[config.mk]
export PLATFORM = sky130hd
export DESIGN_NAME = tblp_stepper
export DESIGN_NICKNAME = d
export VERILOG_FILES = /design/src/sv/tblp_pkg.sv /design/src/sv/tblp_stepper.sv
export SDC_FILE = /design/constraint.sdc
export NUM_CORES = 1
export LEC_CHECK = 0
export BUFFER_PORTS_ARGS = -buffer_cell sky130_fd_sc_hd__buf_4
export CORE_MARGIN = 4
export CORE_UTILIZATION = 30
export DETAILED_ROUTE_END_ITERATION = 6
export HOLD_SLACK_MARGIN = 0.1
export MAX_ROUTING_LAYER = met4
export SYNTH_ARGS = -nofsm -noshare
export SYNTH_HDL_FRONTEND = slang
export SYNTH_SLANG_ARGS = --single-unit
[constraint.sdc]
create_clock -name clk -period 4.1 [get_ports clk]
set_input_delay 0.41 -clock clk [delete_from_list [all_inputs] [get_ports clk]]
set_output_delay 0.41 -clock clk [all_outputs]
set_load 0.05 [all_outputs]
[src/sv/tblp_pkg.sv]
// Shared types, constants and address helper for the tiled bitmap line plotter.
package tblp_pkg;

  localparam int MEMORY_WORDS_DEF = 2048;
  localparam logic [7:0] BITMAP_WIDTH_RESET = 8'd160;
  localparam int PIX_ADDR_W = 13;

  typedef enum logic [1:0] {
    OP_PLOT = 2'd0,
    OP_LINE = 2'd1,
    OP_READ = 2'd2,
    OP_NOP  = 2'd3
  } op_t;

  typedef enum logic [2:0] {
    ST_CLEAR,
    ST_IDLE,
    ST_DRAW,
    ST_DRAIN,
    ST_READ,
    ST_RWAIT,
    ST_DONE
  } state_t;

  typedef struct packed {
    logic [1:0]  operation;
    logic [7:0]  x_start;
    logic [7:0]  y_start;
    logic [7:0]  x_end;
    logic [7:0]  y_end;
    logic [1:0]  colour;
    logic [10:0] word_address;
  } in_item_t;

  typedef struct packed {
    logic [15:0] read_data;
    logic [8:0]  pixels_plotted;
    logic        dropped;
  } out_item_t;

  typedef struct packed {
    logic       valid;
    logic       last;
    logic [7:0] x;
    logic [7:0] y;
  } pix_t;

  // Word index of pixel (x, y): tile number times eight plus tile row.
  function automatic logic [PIX_ADDR_W-1:0] pixel_word(input logic [7:0] x,
                                                       input logic [7:0] y,
                                                       input logic [7:0] width);
    logic [9:0] prod;
    logic [9:0] tile;
    prod = 10'(y[7:3]) * 10'(width[7:3]);
    tile = prod + 10'(x[7:3]);
    return {tile, y[2:0]};
  endfunction

endpackage

[src/sv/tblp_stepper.sv]
// Midpoint line stepper: emits one pixel coordinate per cycle from start to end.
module tblp_stepper
  import tblp_pkg::*;
(
  input  logic       clk,
  input  logic       rst,
  input  logic       start,
  input  logic       single,
  input  logic [7:0] x_start,
  input  logic [7:0] y_start,
  input  logic [7:0] x_end,
  input  logic [7:0] y_end,
  output pix_t       pix
);

  logic       active;
  logic [7:0] x;
  logic [7:0] y;
  logic [7:0] acc;
  logic [7:0] den;
  logic [7:0] add;
  logic [7:0] remaining;
  logic       major_x;
  logic       x_neg;
  logic       y_neg;

  logic [7:0] dx;
  logic [7:0] dy;
  logic       major_x_in;
  logic [7:0] den_in;
  logic [7:0] add_in;
  logic [8:0] acc_sum;
  logic       minor;
  logic [7:0] acc_next;
  logic [7:0] x_inc;
  logic [7:0] y_inc;
  logic [7:0] x_next;
  logic [7:0] y_next;

  always_comb begin
    dx = (x_end > x_start) ? x_end - x_start : x_start - x_end;
    dy = (y_end > y_start) ? y_end - y_start : y_start - y_end;
    major_x_in = (dx >= dy);
    den_in = major_x_in ? dx : dy;
    add_in = major_x_in ? dy : dx;
  end

  always_comb begin
    acc_sum = {1'b0, acc} + {1'b0, add};
    minor = (acc_sum >= {1'b0, den});
    // after the subtract the accumulator stays below den
    acc_next = minor ? 8'(acc_sum - {1'b0, den}) : acc_sum[7:0];
    x_inc = x_neg ? 8'hFF : 8'h01;
    y_inc = y_neg ? 8'hFF : 8'h01;
    x_next = (major_x || minor) ? x + x_inc : x;
    y_next = (!major_x || minor) ? y + y_inc : y;
  end

  always_ff @(posedge clk) begin
    if (rst) begin
      active <= 1'b0;
    end else if (start) begin
      active <= 1'b1;
    end else if (active && remaining == 8'd0) begin
      active <= 1'b0;
    end
  end

  always_ff @(posedge clk) begin
    if (start) begin
      x         <= x_start;
      y         <= y_start;
      x_neg     <= (x_end < x_start);
      y_neg     <= (y_end < y_start);
      major_x   <= major_x_in;
      den       <= den_in;
      add       <= add_in;
      acc       <= {1'b0, den_in[7:1]};
      remaining <= single ? 8'd0 : den_in;
    end else if (active) begin
      x         <= x_next;
      y         <= y_next;
      acc       <= acc_next;
      remaining <= remaining - 8'd1;
    end
  end

  always_comb begin
    pix.valid = active;
    pix.last  = (remaining == 8'd0);
    pix.x     = x;
    pix.y     = y;
  end

endmodule

==> qor.yml <==
p_clk_share_pct: 9.5
diodes: 0
rows: 47
fp.dieH_um: 138.0
ys_seq_area_share_pct: 30.39
power_density_nw_per_um2: 843.2
grt_pass1_wl_um: 20280
synth-simple-area-share_pct: 9.645
ff2ff_path_depth: 15
failed_checks: "design-rule violations"
hold_path_end: "active$_SDFFE_PP0P_"
die_area_um2: 19050
fp.dieW_um: 138.0
setup.worst_path.start_class: "input port"
p_seq_share_pct: 21.0
synth_mux_area_share_pct: 7.721
ctsHoldBuffers: 0
final_max_slew_viol_count: 0
synth_top_flop_cell: "edfxtp_1"
cts_root_buffer: "clkbuf_16"
drtIter0Drc: 176
finish.utilization_pct: 36.27
post-route-period-util_pct: 92.38
synth-edff-count: 50
worst_ep_arrival_time_ps: 3840
r2r-end: "acc[3]$_DFFE_PP_"
cts_tree: "done"
cp.required_ps: 4150
place_hpwl_um: 9974
fin_crit_ps: 3788
synth-seq-cells: 52
dp.cells: 812
switchingPower_mw: 2.354
p_int_mw: 2.717
cap_violations: 0
tns_ps: 0
vias: 3978
synth_xor_area_share_pct: 7.499
io_buffers: 53
worstHoldStart: "rst"
status: "complete, but fails checks"
cts_made_buffers: 5
synth_top_family_by_area: "adder cells"
setup_viol: 0
wl_per_cell_um: 14.80
avgSynthCellArea_um2: 9.517
synth_fa_ha_area_share_pct: 19.93
start_util_pct: 30.59
post_cts_buffers: 0
skew_ps: 8.066
ff2ff_setup_slack_ps: 360
p_leak_nw: 2.777
drt_pass1_iterations: 7
critPathKind: "input port to flip-flop"
tightest_slew_ps: 748.3
synth-compound-area-share_pct: 18.08
nets: 714
async_flop_share_pct: 0
pre_cts_slack_ps: -79.66
postCtsResizedCells: 0
ant_nets: 0
p_total_mw: 5.071
hold_viol_final: 0
cp_max_fo: 12
final.setup.worst_slack_ps: 312.4
fin_cells: 823
syn_to_final_growth_pct: 18.57
slew_headroom_pct: 49.41
place.gp.congestion: 0.8578
cts_buffer_depth: 2
cts_htree_levels: 2
pwr-share-comb_pct: 69.6
grt_usage_pct: 12.93
reg2reg_from: "acc[0]$_DFFE_PP_"
ys_warn_count: 0
viasPerCell: 4.834
grt_pass1_vias: 4130
grt_max_degree: 71
grt-ovfl-total: 0
swShare_pct: 46.42
syn-num-nets: 645
startpoint: "x_end[0]"
yosysUniqueCellTypes: 60
crit_path_end_kind: "flip-flop"
hp-class: "input port to flip-flop"
synthCells: 533
coreArea_um2: 16580
clock_sinks: 52
antenna_found_initial: 0
rsz0062_at_grt: "no"
layout-drive-gt1-share_pct: 17.91
clk_latency_ps: 300
ir_drop_mv: 0.3861
drc_errors: 1
fmax_mhz: 264.0
wirelength_um: 12180
min_path_cells: 2
ios: 54
netlist_area_um2: 5072
cts.clk_slew.worst_paths_ps: 70
## layout by cell type (no fill, tap or decap), types with 4 or more instances in the layout
cell type   n
mux2_2      4
nor3_1      4
nand3_1     4
fa_1        8
o22ai_1     4
ha_1       68
inv_1      72
o21a_1      6
a21oi_1    38
clkbuf_16   5
xor2_1     17
buf_4      76
o21ai_0    36
a21o_1     10
xnor2_1    19
edfxtp_1   50
nor2_1     33
a211oi_1    9
a31oi_1     4
nand2b_1    6
nor2b_1    10
xnor2_2     4
nand4_1     4
nand2_1    30
mux2i_1    27
## critical path: stages
cell,delay (ps)
buf_4,110
inv_1,40
ha_1,150
inv_1,60
fa_1,380
nand3_1,140
a21oi_2,100
o21ai_4,270
mux2i_1,330
xnor2_2,170
ha_1,280
a21oi_1,120
o21ai_1,70
a21o_1,180
a21oi_1,240
o21ai_4,200
buf_4,200
mux2i_2,160
a31o_1,220
## cell usage after synthesis, types with 2 or more instances
| library cell | number | area share [%] |
|---|---|---|
| a211o_1 | 2 | 0.35 |
| a211oi_1 | 9 | 1.3 |
| a211oi_2 | 2 | 0.49 |
| a21boi_0 | 3 | 0.44 |
| a21o_1 | 10 | 1.5 |
| a21oi_1 | 38 | 3.7 |
| a221o_1 | 2 | 0.39 |
| a22oi_1 | 2 | 0.30 |
| a311oi_1 | 2 | 0.35 |
| a31o_1 | 3 | 0.52 |
| a31oi_1 | 4 | 0.49 |
| and2_1 | 2 | 0.25 |
| buf_2 | 6 | 0.59 |
| buf_4 | 2 | 0.30 |
| clkbuf_1 | 6 | 0.44 |
| dfxtp_1 | 2 | 0.79 |
| edfxtp_1 | 50 | 30 |
| fa_1 | 8 | 3.2 |
| ha_1 | 68 | 17 |
| inv_1 | 72 | 5.3 |
| mux2_2 | 4 | 0.89 |
| mux2i_1 | 27 | 5.3 |
| mux2i_2 | 2 | 0.54 |
| nand2_1 | 30 | 2.2 |
| nand2b_1 | 6 | 0.74 |
| nand3_1 | 4 | 0.39 |
| nand4_1 | 4 | 0.49 |
| nor2_1 | 33 | 2.4 |
| nor2b_1 | 10 | 1.2 |
| nor3_1 | 4 | 0.39 |
| o21a_1 | 6 | 0.89 |
| o21ai_0 | 36 | 3.6 |
| o21ai_1 | 2 | 0.20 |
| o21ai_4 | 3 | 0.96 |
| o21bai_2 | 2 | 0.44 |
| o22ai_1 | 4 | 0.49 |
| o31ai_1 | 2 | 0.30 |
| o41ai_1 | 2 | 0.35 |
| xnor2_1 | 19 | 3.3 |
| xnor2_2 | 4 | 1.3 |
| xor2_1 | 17 | 2.9 |
## registers in the layout, summed over array words and instances (netlist names)
name       cells
x_neg          1
x              8
y_neg          1
add            8
acc            8
active         1
major_x        1
y              8
den            8
remaining      8
## power by group through the flow
| stage | clock [mW] | combinational [mW] | sequential, mW |
|---|---|---|---|
| 2_1_floorplan | 0 | 2.36 | 1.32 |
| 3_3_place_gp | 0 | 3.41 | 1.07 |
| 3_5_place_dp | 0 | 3.48 | 1.07 |
| 4_1_cts | 0.483 | 3.51 | 1.06 |
| 5_1_grt | 0.504 | 3.90 | 1.09 |
| 6_report | 0.480 | 3.53 | 1.06 |
## metrics by stage
step	instance area, um^2	hold slack, ps
2_1_floorplan	5072	456.2
3_3_place_gp	5828	477.3
3_5_place_dp	5828	478.6
4_1_cts	5992	267.9
5_1_grt	6015	266.8
6_report	6015	267.6
## area by class of cell
| cell class | instances | area, um^2 |
|---|---|---|
| inverters | 73 | 274.0 |
| fillers | 1703 | 10570 |
| flip-flops and latches | 52 | 1541 |
| repair buffers | 76 | 570.5 |
| clock inverters | 2 | 35.03 |
| well taps | 220 | 275.3 |
| clock buffers | 6 | 128.9 |
| multi-input cells | 394 | 3189 |
## how the worst max path moves through the flow
stage / endpoint / slack (ps) / cells past startpoint
after floorplan: add[4]$_DFFE_PP_ / 300 / 17
after global placement: remaining[0]$_DFFE_PP_ / 10 / 18
after detailed placement: remaining[0]$_DFFE_PP_ / -80 / 18
after CTS: remaining[0]$_DFFE_PP_ / 250 / 18
after global routing: acc[1]$_DFFE_PP_ / 30 / 15
final: remaining[3]$_DFFE_PP_ / 310 / 19
## cell families (layout without fill, tap and decap cells)
group / count (synthesis) / in the layout
fa+ha+maj: 76 / 76
flops: 52 / 52
simple gates: 102 / 102
xor+xnor: 40 / 40
buf+inv: 87 / 157
mux: 36 / 36
compound gates: 140 / 140
## per-layer routing
metal / vias to the layer above / GRT usage [%] / part of all wire, %
met2: 55 / 22.28 / 50
met4: 0 / 2.600 / 1.0
met3: 11 / 1.312 / 2.6
met5: - / - / 0
met1: 1890 / 16.62 / 46
li1: 2022 / - / -
Note: power is estimated with default switching activity, not from simulation.
